$ cat config.mk
export PLATFORM = sky130hd
export DESIGN_NAME = lru_cache_table_with_expiry
export DESIGN_NICKNAME = d
export VERILOG_FILES = /design/src/rtl/lcte_pkg.sv /design/src/rtl/lru_cache_table_with_expiry.sv
export SDC_FILE = /design/constraint.sdc
export NUM_CORES = 2
export LEC_CHECK = 0
export ABC_AREA = 1
export BUFFER_PORTS_ARGS = -buffer_cell sky130_fd_sc_hd__buf_2
export CAP_MARGIN = 15
export CORE_UTILIZATION = 30
export DETAILED_ROUTE_END_ITERATION = 10
export GPL_TIMING_DRIVEN = 1
export PLACE_DENSITY = 0.45
export REMOVE_ABC_BUFFERS = 1
export SLEW_MARGIN = 40
export SYNTH_ARGS = -nofsm -noshare
export SYNTH_HDL_FRONTEND = slang
export SYNTH_SLANG_ARGS = --single-unit
$ cat constraint.sdc
create_clock -name clock -period 9.53 [get_ports clock]
set_input_delay 0.953 -clock clock [delete_from_list [all_inputs] [get_ports clock]]
set_output_delay 0.953 -clock clock [all_outputs]
set_load 0.02 [all_outputs]
$ cat src/rtl/lcte_pkg.sv
package lcte_pkg;

   // Action codes
   localparam logic [2:0] ACT_LOOKUP    = 3'd0;
   localparam logic [2:0] ACT_INSERT    = 3'd1;
   localparam logic [2:0] ACT_EVICT_LRU = 3'd2;
   localparam logic [2:0] ACT_EVICT_IDX = 3'd3;
   localparam logic [2:0] ACT_EXPIRY    = 3'd4;

   // Status codes
   localparam logic [2:0] ST_DONE     = 3'd0;
   localparam logic [2:0] ST_MISS     = 3'd1;
   localparam logic [2:0] ST_TOO_BIG  = 3'd2;
   localparam logic [2:0] ST_FULL     = 3'd3;
   localparam logic [2:0] ST_NONE     = 3'd4;

   // Configuration register indexes
   localparam logic CSR_REQUEST_LIMIT  = 1'b0;
   localparam logic CSR_RESPONSE_LIMIT = 1'b1;

   localparam logic [31:0] NO_LIMIT = 32'hFFFF_FFFF;

   typedef struct packed {
      logic [2:0]         action;
      logic [47:0]        key;
      logic [15:0]        request_length;
      logic [19:0]        resp_bytes;
      logic signed [31:0] max_age;
      logic [3:0]         entry_index;
      logic [31:0]        now_seconds;
   } req_type;

   typedef struct packed {
      logic [2:0]  status;
      logic [3:0]  found_index;
      logic [19:0] stored_size;
      logic [47:0] evicted_key;
      logic        expired;
      logic [4:0]  valid_count;
   } rsp_type;

endpackage

$ cat src/rtl/lru_cache_table_with_expiry.sv
// Fully associative cache table with LRU eviction and a max-age test.
// A request is taken when start is high and busy is low; busy then stays high
// until the single response strobe (rsp_valid), which the receiver cannot
// stall. Lookup, insert and LRU eviction scan every entry in memory, one per
// cycle through a single read port. Evict by index, expiry check and unused
// actions need one read only. busy drops in the response cycle, so the next
// request can be taken in that cycle; a new request is not taken before the
// response to the last one. Entry stamps live in one memory and the other
// per-entry fields in another; valid bits are flip-flops cleared by reset,
// and invalid entries read a zero stamp. No clearing pass.
module lru_cache_table_with_expiry import lcte_pkg::*; #(
   parameter int ENTRIES  = 16,
   parameter int KEY_BITS = 48
) (
   input  logic        clock,
   input  logic        reset,
   input  logic        start,
   output logic        busy,
   input  req_type     req_data,
   output logic        rsp_valid,
   output rsp_type     rsp_data,
   input  logic        csr_valid,
   output logic        csr_ready,
   input  logic        csr_index,
   input  logic [31:0] csr_wdata
);

   localparam int IW = $clog2(ENTRIES);
   localparam int CW = $clog2(ENTRIES + 1);

   localparam logic [2:0] S_IDLE = 3'd0;
   localparam logic [2:0] S_SCAN = 3'd1;
   localparam logic [2:0] S_LAST = 3'd2;
   localparam logic [2:0] S_RD   = 3'd3;
   localparam logic [2:0] S_ACT  = 3'd4;
   localparam logic [2:0] S_WR   = 3'd5;

   typedef struct packed {
      logic [KEY_BITS-1:0] key;
      logic [19:0]         size;
      logic [31:0]         ins_time;
      logic [31:0]         max_age;
   } ent_type;

   // Memories
   ent_type     ent_mem [ENTRIES];
   logic [63:0] stamp_mem [ENTRIES];
   ent_type     ent_rd_ff;
   logic [63:0] stamp_rd_ff;
   logic [ENTRIES-1:0] valid_ff, valid_in;
   logic        ent_we, stamp_we;
   logic [IW-1:0] rd_addr, wr_addr;
   ent_type     ent_wd;
   logic [63:0] stamp_wd;

   // Control registers
   logic [2:0]  state_ff, state_in;
   req_type     req_ff, req_in;
   logic [IW-1:0] scan_ff, scan_in;
   logic [IW-1:0] rd_idx_ff, rd_idx_in;
   logic        sel_ok_ff, sel_ok_in;
   logic [IW-1:0] sel_ff, sel_in;
   logic [63:0] best_ff, best_in;
   logic [KEY_BITS-1:0] bkey_ff, bkey_in;
   logic [63:0] use_ff, use_in;
   logic [CW-1:0] occ_ff, occ_in;
   logic [15:0] rlim_ff, rlim_in;
   logic [19:0] slim_ff, slim_in;
   logic        rsp_valid_ff, rsp_valid_in;
   rsp_type     rsp_ff, rsp_in;
   logic        idx_ok;

   assign busy      = (state_ff != S_IDLE);
   assign rsp_valid = rsp_valid_ff;
   assign rsp_data  = rsp_ff;
   assign csr_ready = 1'b1;
   assign idx_ok    = ({28'd0, req_ff.entry_index} < 32'(ENTRIES));

   // Memory ports
   always_ff @(posedge clock) begin
      if (ent_we)
         ent_mem[wr_addr] <= ent_wd;
      if (stamp_we)
         stamp_mem[wr_addr] <= stamp_wd;
      ent_rd_ff   <= ent_mem[rd_addr];
      stamp_rd_ff <= stamp_mem[rd_addr];
   end

   // Effective read view: invalid entries show a zero stamp
   ent_type     ev;
   logic [63:0] sv;
   logic        vv;
   always_comb begin
      vv = valid_ff[rd_idx_ff];
      ev = ent_rd_ff;
      sv = stamp_rd_ff;
      if (!vv) begin
         sv = '0;
      end
   end

   // Insert time and max-age are kept in memory; for entries never inserted or evicted
   // by index, their reset values (zero and no limit) are emulated through a shadow flag.
   logic [ENTRIES-1:0] touched_ff, touched_in;
   ent_type ev_t;
   always_comb begin
      ev_t = ev;
      if (!touched_ff[rd_idx_ff]) begin
         ev_t.ins_time = '0;
         ev_t.max_age  = NO_LIMIT;
      end
   end

   always_comb begin
      logic [63:0] age, lim;
      state_in = state_ff; req_in = req_ff; scan_in = scan_ff;
      rd_idx_in = rd_idx_ff; sel_ok_in = sel_ok_ff; sel_in = sel_ff;
      best_in = best_ff; bkey_in = bkey_ff; use_in = use_ff; occ_in = occ_ff;
      rlim_in = rlim_ff; slim_in = slim_ff; valid_in = valid_ff;
      touched_in = touched_ff;
      rsp_valid_in = 1'b0; rsp_in = rsp_ff;
      ent_we = 1'b0; stamp_we = 1'b0; wr_addr = sel_ff;
      ent_wd = ev_t; stamp_wd = '0;
      rd_addr = scan_ff;
      age = 64'({32'd0, req_ff.now_seconds}) - 64'({32'd0, ev_t.ins_time});
      lim = {{32{ev_t.max_age[31]}}, ev_t.max_age};

      if (csr_valid) begin
         if (csr_index == CSR_REQUEST_LIMIT) rlim_in = csr_wdata[15:0];
         else                                slim_in = csr_wdata[19:0];
      end

      case (state_ff)
         S_IDLE: begin
            if (start) begin
               req_in = req_data; scan_in = '0; rd_addr = '0;
               rd_idx_in = '0; sel_ok_in = 1'b0; sel_in = '0; best_in = '0;
               rd_addr = IW'(req_data.entry_index);
               if (req_data.action == ACT_LOOKUP || req_data.action == ACT_INSERT
                   || req_data.action == ACT_EVICT_LRU) begin
                  rd_addr = '0;
                  state_in = S_SCAN;
                  scan_in = IW'(1);
               end else begin
                  rd_idx_in = IW'(req_data.entry_index);
                  state_in = S_RD;
               end
            end
         end
         S_SCAN, S_LAST: begin
            // examine entry rd_idx_ff, issue read of scan_ff
            rd_addr = scan_ff;
            case (req_ff.action)
               ACT_LOOKUP:
                  if (!sel_ok_ff && vv &&
                      ev.key == KEY_BITS'(req_ff.key)) begin
                     sel_ok_in = 1'b1; sel_in = rd_idx_ff;
                     bkey_in = ev.key; best_in = 64'(ev.size);
                  end
               ACT_INSERT:
                  if (!sel_ok_ff && !vv) begin
                     sel_ok_in = 1'b1; sel_in = rd_idx_ff;
                  end
               default:
                  if (vv && (!sel_ok_ff || sv < best_ff)) begin
                     sel_ok_in = 1'b1; sel_in = rd_idx_ff;
                     best_in = sv; bkey_in = ev.key;
                  end
            endcase
            rd_idx_in = scan_ff;
            if (state_ff == S_LAST) begin
               state_in = S_ACT;
            end else if (32'(scan_ff) == ENTRIES - 1) begin
               state_in = S_LAST;
            end else begin
               scan_in = scan_ff + IW'(1);
            end
         end
         S_RD: begin
            // hold the addressed entry on the read port
            rd_addr = rd_idx_ff;
            state_in = S_ACT;
         end
         S_ACT: begin
            state_in = S_IDLE;
            rsp_valid_in = 1'b1;
            rsp_in = '0;
            case (req_ff.action)
               ACT_LOOKUP: begin
                  if (sel_ok_ff) begin
                     use_in = use_ff + 64'd1;
                     stamp_we = 1'b1; stamp_wd = use_in; wr_addr = sel_ff;
                     rsp_in.found_index = 4'(sel_ff);
                     rsp_in.stored_size = best_ff[19:0];
                  end else rsp_in.status = ST_MISS;
               end
               ACT_INSERT: begin
                  if (req_ff.request_length >= rlim_ff ||
                      req_ff.resp_bytes > slim_ff)
                     rsp_in.status = ST_TOO_BIG;
                  else if (!sel_ok_ff)
                     rsp_in.status = ST_FULL;
                  else begin
                     use_in = use_ff + 64'd1;
                     wr_addr = sel_ff; stamp_we = 1'b1; stamp_wd = use_in;
                     ent_we = 1'b1;
                     ent_wd.key = KEY_BITS'(req_ff.key);
                     ent_wd.size = req_ff.resp_bytes;
                     ent_wd.ins_time = req_ff.now_seconds;
                     ent_wd.max_age = req_ff.max_age;
                     valid_in[sel_ff] = 1'b1; touched_in[sel_ff] = 1'b1;
                     occ_in = occ_ff + CW'(1);
                     rsp_in.found_index = 4'(sel_ff);
                  end
               end
               ACT_EVICT_LRU: begin
                  if (!sel_ok_ff) rsp_in.status = ST_NONE;
                  else begin
                     valid_in[sel_ff] = 1'b0;
                     occ_in = occ_ff - CW'(1);
                     rsp_in.found_index = 4'(sel_ff);
                     rsp_in.evicted_key = 48'(bkey_ff);
                  end
               end
               ACT_EVICT_IDX: begin
                  if (!idx_ok) rsp_in.status = ST_NONE;
                  else begin
                     rsp_in.found_index = req_ff.entry_index;
                     if (vv) occ_in = occ_ff - CW'(1);
                     else    rsp_in.status = ST_NONE;
                     valid_in[rd_idx_ff] = 1'b0;
                     touched_in[rd_idx_ff] = 1'b0;
                  end
               end
               ACT_EXPIRY: begin
                  if (idx_ok) begin
                     rsp_in.found_index = req_ff.entry_index;
                     rsp_in.expired = (ev_t.max_age != NO_LIMIT) &&
                                      ($signed(age) >= $signed(lim));
                  end
               end
               default: ;
            endcase
            rsp_in.valid_count = 5'(occ_in);
         end
         default: state_in = S_IDLE;
      endcase
   end

   always_ff @(posedge clock) begin
      if (reset) begin
         state_ff <= S_IDLE; valid_ff <= '0; touched_ff <= '0;
         use_ff <= '0; occ_ff <= '0; rlim_ff <= 16'd2048;
         slim_ff <= 20'd102400; rsp_valid_ff <= 1'b0;
         sel_ok_ff <= 1'b0;
      end else begin
         state_ff <= state_in; valid_ff <= valid_in; touched_ff <= touched_in;
         use_ff <= use_in; occ_ff <= occ_in; rlim_ff <= rlim_in;
         slim_ff <= slim_in; rsp_valid_ff <= rsp_valid_in;
         sel_ok_ff <= sel_ok_in;
      end
      req_ff <= req_in; scan_ff <= scan_in; rd_idx_ff <= rd_idx_in;
      sel_ff <= sel_in; best_ff <= best_in; bkey_ff <= bkey_in; rsp_ff <= rsp_in;
   end

   // Checks
   a_occ: assert property (@(posedge clock) disable iff (reset)
      32'(occ_ff) == $countones(valid_ff))
      else $error("occupancy mismatch");
   a_rsp_idle: assert property (@(posedge clock) disable iff (reset)
      rsp_valid_ff |-> state_ff == S_IDLE)
      else $error("response while busy");
   a_one_rsp: assert property (@(posedge clock) disable iff (reset)
      rsp_valid_ff |=> !rsp_valid_ff)
      else $error("double response");

endmodule
# After elaboration in Yosys (flattened, before gate mapping)
# Memory sizes are Yosys's and may differ from the RTL's. A register that Yosys moved wholly into a read port is not among the register bits.
# Cells that the tools add are included.
# op_classes
n_addsub	5
order_cmp	8
n_eq_ne	26
mux	89
bitwise_logic	9
reduce_logical	38
# ops
cell	count
$mux 64	10
$mux 132	4
$pmux 64 s2	4
$mux 48	2
$pmux 48 s2	1
$mux 16	5
$add 64x1->64 const B	1
$lt 64x64->1	1
$and 16x16->16	3
$eq 48x48->1	1
$mux 4	12
$pmux 16 s3	1
$pmux 4 s2	5
$ge 33x32->1	1
$sub 32x32->33	1
$ne 32x32->1 const B	1
$not 16->16	2
$or 16x16->16	2
$pmux 16 s2	1
$mux 24	1
$gt 20x20->1	1
$mux 1	20
$mux 5	4
$ge 16x16->1	1
33 further kinds	90
# word_totals
ff_bits	502
ram_bits	3136
inputBits	192
elab_cells	204
memories	2
# mem_list
memory	depth	word_bits	rd	rd_ports_with_merged_regs	write_ports	line	rtl
ent_mem	16	132	1	1	1	lru_cache_table_with_expiry.sv:46	ent_type ent_mem [ENTRIES];
stamp_mem	16	64	1	1	1	lru_cache_table_with_expiry.sv:47	logic [63:0] stamp_mem [ENTRIES];

# Logic depth before layout (Yosys ltp)
# logic_depth
ltp_word	9
depth_mapped	35
depth_no_buf	33

# Worst setup path after synthesis
# Ideal clock, no wire load.
# synth_timing
kind	register -> register
start	reg req_ff[69] (netlist name)
end	mem ent_mem[0][0] (netlist name) (enable)
setup_time_ns	0.626
t_arrival_ns	7.842
path_slack_ns	1.062
stages_incl_launch_ff	17
path_buffers	2
path_cell_list	edfxtp_1 ha_1 inv_1 nor2_1 o211ai_1 nand2_1 a221oi_1 o221ai_1 nand2_1 nand2_2 inv_2 nand2_2 nor2_4 inv_2 buf_2 clkbuf_1 nor2_1
# synth_between
elab_chain_cells	7
# synth_lines
element	line	rtl
start: declaration	lru_cache_table_with_expiry.sv:58	req_type req_ff, req_in;
start signal: assignment	lru_cache_table_with_expiry.sv:262	req_ff <= req_in; scan_ff <= scan_in; rd_idx_ff <= rd_idx_in;
$gt 20x20->1	lru_cache_table_with_expiry.sv:199	req_ff.resp_bytes > slim_ff)
$logic_or 1x1->1	lru_cache_table_with_expiry.sv:198	if (req_ff.request_length >= rlim_ff ||
$mux 1	lru_cache_table_with_expiry.sv:198	
$mux 1	lru_cache_table_with_expiry.sv:188	case (req_ff.action)
$mux 1	lru_cache_table_with_expiry.sv:133	case (state_ff)
$mux 1	lru_cache_table_with_expiry.sv:81	if (ent_we)
$mux 1 (implied by the code)	lru_cache_table_with_expiry.sv:82	ent_mem[wr_addr] <= ent_wd;
end: declaration	lru_cache_table_with_expiry.sv:46	
# No other way between the ends.

# Worst setup path after layout
# layout_timing
start	reg rd_idx_ff[0]
end	reg rsp_ff, in the netlist rsp_data[5] (data pin)
# layout_between
elab_chain_cells	6
elab_cells_between_ends	7
classes_between	1 x add/sub; 1 x order compare; 1 x eq/ne; 3 x mux; 1 x reduce/logical
# layout_lines
element	line	rtl
start: declaration	lru_cache_table_with_expiry.sv:60	logic [IW-1:0] rd_idx_ff, rd_idx_in;
start signal: assignment	lru_cache_table_with_expiry.sv:262	
$bmux 1 s4 *	lru_cache_table_with_expiry.sv:108	if (!touched_ff[rd_idx_ff]) begin
$mux 1 (implied by the code) *	lru_cache_table_with_expiry.sv:108	
$mux 64 *	lru_cache_table_with_expiry.sv:108	
$sub 32x32->33	lru_cache_table_with_expiry.sv:125	age = 64'({32'd0, req_ff.now_seconds}) - 64'({32'd0, ev_t.ins_time});
$ge 33x32->1	lru_cache_table_with_expiry.sv:239	($signed(age) >= $signed(lim));
$logic_and 1x1->1 *	lru_cache_table_with_expiry.sv:238	rsp_in.expired = (ev_t.max_age != NO_LIMIT) &&
end signal: assignment	lru_cache_table_with_expiry.sv:263	sel_ff <= sel_in; best_ff <= best_in; bkey_ff <= bkey_in; rsp_ff <= rsp_in;
end: declaration	lru_cache_table_with_expiry.sv:70	rsp_type rsp_ff, rsp_in;
# Mark *: on every way between the ends. The rest lies on a longest branch, timed or not. The select of a mux whose other input is x is not followed.
# A chain may end at the register's enable or synchronous reset.

==> flow_metrics.env <==
export IMPL_status="complete, no violations"
export IMPL_holdCritStartpoint="req_data[27]"
export IMPL_die_area_sq_um=531000
export IMPL_crit_required_ns=10.33
export IMPL_yosysUniqueCellTypes=58
export IMPL_synth_top_family_by_area="compound AO/OA/AOI/OAI gates"
export IMPL_leakage_nw=67.6
export IMPL_worstSetupEndpointType="flop"
export IMPL_layout_drive_gt1_share=0.0942
export IMPL_setup_tns_ns=0
export IMPL_gr_total_overflow=0
export IMPL_post_route_min_period_ns=7.33
export IMPL_hpwlAfterDp_um=260000
export IMPL_setup_violations=0
export IMPL_ios=276
export IMPL_clkLatencyLatePin_ns=1.07
export IMPL_r2r_end="rsp_data[5]"
export IMPL_drt_pass1_iter_count=6
export IMPL_grt_pass1_wl_um=676000
export IMPL_max_cap_violations=0
export IMPL_ir_drop_v=0.000174
export IMPL_synth_xor_area_frac=0.00508
export IMPL_viasPerCell=4.75
export IMPL_setup_ws_ns=2.20
export IMPL_cpMostUsedCell="nor2_1"
export IMPL_powerDensity_nw_per_um2=227
export IMPL_cts_buffers=423
export IMPL_hold_viol_final=0
export IMPL_htreeDepth=5
export IMPL_synthCells=13504
export IMPL_whs_endpoint="req_ff[27]"
export IMPL_fin_skew_ns=0.131
export IMPL_hold_depth=1
export IMPL_vias=100273
export IMPL_synth_area_top_cells="edfxtp_1 66%, inv_1 5.0%, dfxtp_1 4.3%, nand3_1 4.0%, nand2_1 3.9%"
export IMPL_synth_compound_area_frac=0.108
export IMPL_worstMarginPinSlew_ns=0.940
export IMPL_core_area_sq_um=526000
export IMPL_synth_flop_cell="edfxtp_1"
export IMPL_holdBufCountCts=75
export IMPL_hold_path_class="in -> reg"
export IMPL_cts_root_buf="clkbuf_16"
export IMPL_antenna_found_initial=41
export IMPL_met3_length_um=22200
export IMPL_yosysTopAreaCellShare=0.662
export IMPL_ys_seq_elements=3834
export IMPL_track_usage=0.171
export IMPL_synthMuxAreaShare=0
export IMPL_avgRoutedWirePerCell_um=22.2
export IMPL_crit_fanout=17
export IMPL_area_delta_synth_final_pct=16.0
export IMPL_pre_cts_ws_ns=2.18
export IMPL_route_detailed_drc=0
export IMPL_rrSetupSlack_ns=2.20
export IMPL_worst_setup_hold_path_clk_slew_ns=0.06
export IMPL_mappedNetlistArea_sq_um=159000
export IMPL_cts_sinks=3834
export IMPL_arrival_ns=8.13
export IMPL_period_share=0.769
export IMPL_rsz0062_at_grt="false"
export IMPL_die_h_um=729
export IMPL_dr_wl_met2_um=212000
export IMPL_synth_common_cells="3,496 x edfxtp_1, 2,104 x inv_1, 1,654 x nand2_1, 1,273 x nand3_1, 1,052 x a21oi_1"
export IMPL_gp_congestion=0.833
export IMPL_path_buf_inv=2
export IMPL_grt_max_degree=215
export IMPL_clk_path_buf_depth=4
export IMPL_crit_family="compound AO/OA/AOI/OAI gates"
export IMPL_crit_path_max_incr_delay_ns=0.66
export IMPL_synth_avg_cell_area_sq_um=11.7
export IMPL_cts_resized_gates=0
export IMPL_portBuffers=262
export IMPL_fmax_mhz=136
export IMPL_grt_pass1_vias=95272
export IMPL_post_cts_buffers=0
export IMPL_synth_edf_count=3496
export IMPL_synth_adder_area_share=0.0135
export IMPL_yosys_area_share_simple=0.0973
export IMPL_synth_largest_area_cell="edfxtp_1"
export IMPL_timing_rr_start="rd_idx_ff[0]"
export IMPL_final_nets=14147
export IMPL_start_util=0.302
export IMPL_synth_most_common_cell="edfxtp_1"
export IMPL_async_flop_share=0
export IMPL_ys_seq_area_frac=0.705
export IMPL_ant_nets=0
export IMPL_drv_slew=0
export IMPL_fp_dieW_um=729
export IMPL_relSlewSlack=0.371
export IMPL_start_kind="flop"
export IMPL_critPathSlowestCell="edfxtp_1"
export IMPL_cts_tree="yes"
export IMPL_yosysWarningCount=0
export IMPL_wirelength_um=469000
export IMPL_ff2ff_path_depth=31
export IMPL_fp_row_count=266
export IMPL_m1WireLength_um=225000
export IMPL_drtIter0Drc=7837
export IMPL_critical_path_class="reg -> reg"
export IMPL_highest_layer="met5"
## worst reg2reg max path, delay by kind of cell (launching register included)
| kind | cells | cell delay (ns) |
|---|---|---|
| buffers and inverters | 2 | 0.89 |
| AO/OA/AOI/OAI | 11 | 2.35 |
| adder cells (fa/ha/maj) | 3 | 0.93 |
| XOR/XNOR | 1 | 0.19 |
| flip-flops | 1 | 0.66 |
| AND/OR/NAND/NOR | 14 | 2.10 |
## report_power, final
group / switching, mW / internal (mW) / total [mW]
clock: 6.95 / 9.49 / 16.4
combinational: 4.04 / 1.57 / 5.61
sequential: 0.474 / 19.3 / 19.8
## layer usage
| layer | track usage | vias to the layer above |
|---|---|---|
| li1 | - | 48049 |
| met1 | 0.250 | 49644 |
| met2 | 0.273 | 2047 |
| met3 | 0.0214 | 521 |
| met4 | 0.0371 | 12 |
| met5 | 0 | - |
## flip-flops by register name, summed over array words and instances, names as in the netlist, 3 cells and up
name,cells
rlim_ff,16
stamp_mem,1024
rsp_data,81
touched_ff,16
ent_rd_ff,132
stamp_rd_ff,64
use_ff,64
state_ff,3
slim_ff,20
req_ff,155
best_ff,64
valid_ff,16
rd_idx_ff,4
ent_mem,2112
sel_ff,4
occ_ff,5
bkey_ff,48
scan_ff,4
## kinds of logic (layout without fill, tap and decap cells)
family	Yosys count	after routing
flops	3834	3834
simple gates	3530	3530
compound gates	2984	2984
buf+inv	2893	3544
fa+ha+maj	170	170
xor+xnor	92	92
other cells	1	8
## area by class of cell
type | instances | area, sq um
Clock inverter | 200 | 2060
Clock buffer | 595 | 11900
Antenna cell | 7 | 17.5
Sequential cell | 3834 | 112000
Multi-Input combinational cell | 6777 | 36000
Fill cell | 51662 | 342000
Inverter | 2121 | 8000
Tap cell | 6968 | 8720
Timing Repair Buffer | 628 | 5420
## per-stage QoR
| stage | area [sq um] | hold slack, ns | util | std cells | power [mW] |
|---|---|---|---|---|---|
| after floorplan | 155000 | 0.408 | - | 12732 | 27.6 |
| after global placement | 168000 | 0.423 | 0.320 | 20216 | 25.7 |
| after detailed placement | 169000 | 0.428 | 0.321 | 20242 | 25.7 |
| after CTS | 184000 | 0.000831 | 0.349 | 21112 | 42.3 |
| after global routing | 184000 | 0.0613 | 0.350 | 21125 | 43.6 |
| final | 184000 | 0.101 | 0.350 | 21130 | 41.8 |
## how the worst max path moves through the flow
stage                              from           end  cells after the start
after global routing       rd_idx_ff[0]   rsp_data[5]                     31
after detailed placement   rd_idx_ff[0]   rsp_data[5]                     31
final                      rd_idx_ff[0]   rsp_data[5]                     31
after floorplan           req_data[152]  ent_rd_ff[0]                      8
after CTS                  rd_idx_ff[0]   rsp_data[5]                     31
after global placement     rd_idx_ff[0]   rsp_data[5]                     31
## cell usage in the layout, fill, tap and decap left out, types with 78 or more instances in the layout
cell and n:
a21oi_1 1044, nand2_1 1649, clkbuf_1 110, nor2_1 326, inv_1 2100, buf_2 261, o211ai_1 804, dfxtp_1 338
o21ai_0 1025, buf_4 193, edfxtp_1 3496, ha_1 169, xor2_1 78, clkbuf_16 427, nand3_1 1273, nor3_1 99
Note: power is estimated with default switching activity, not from simulation.
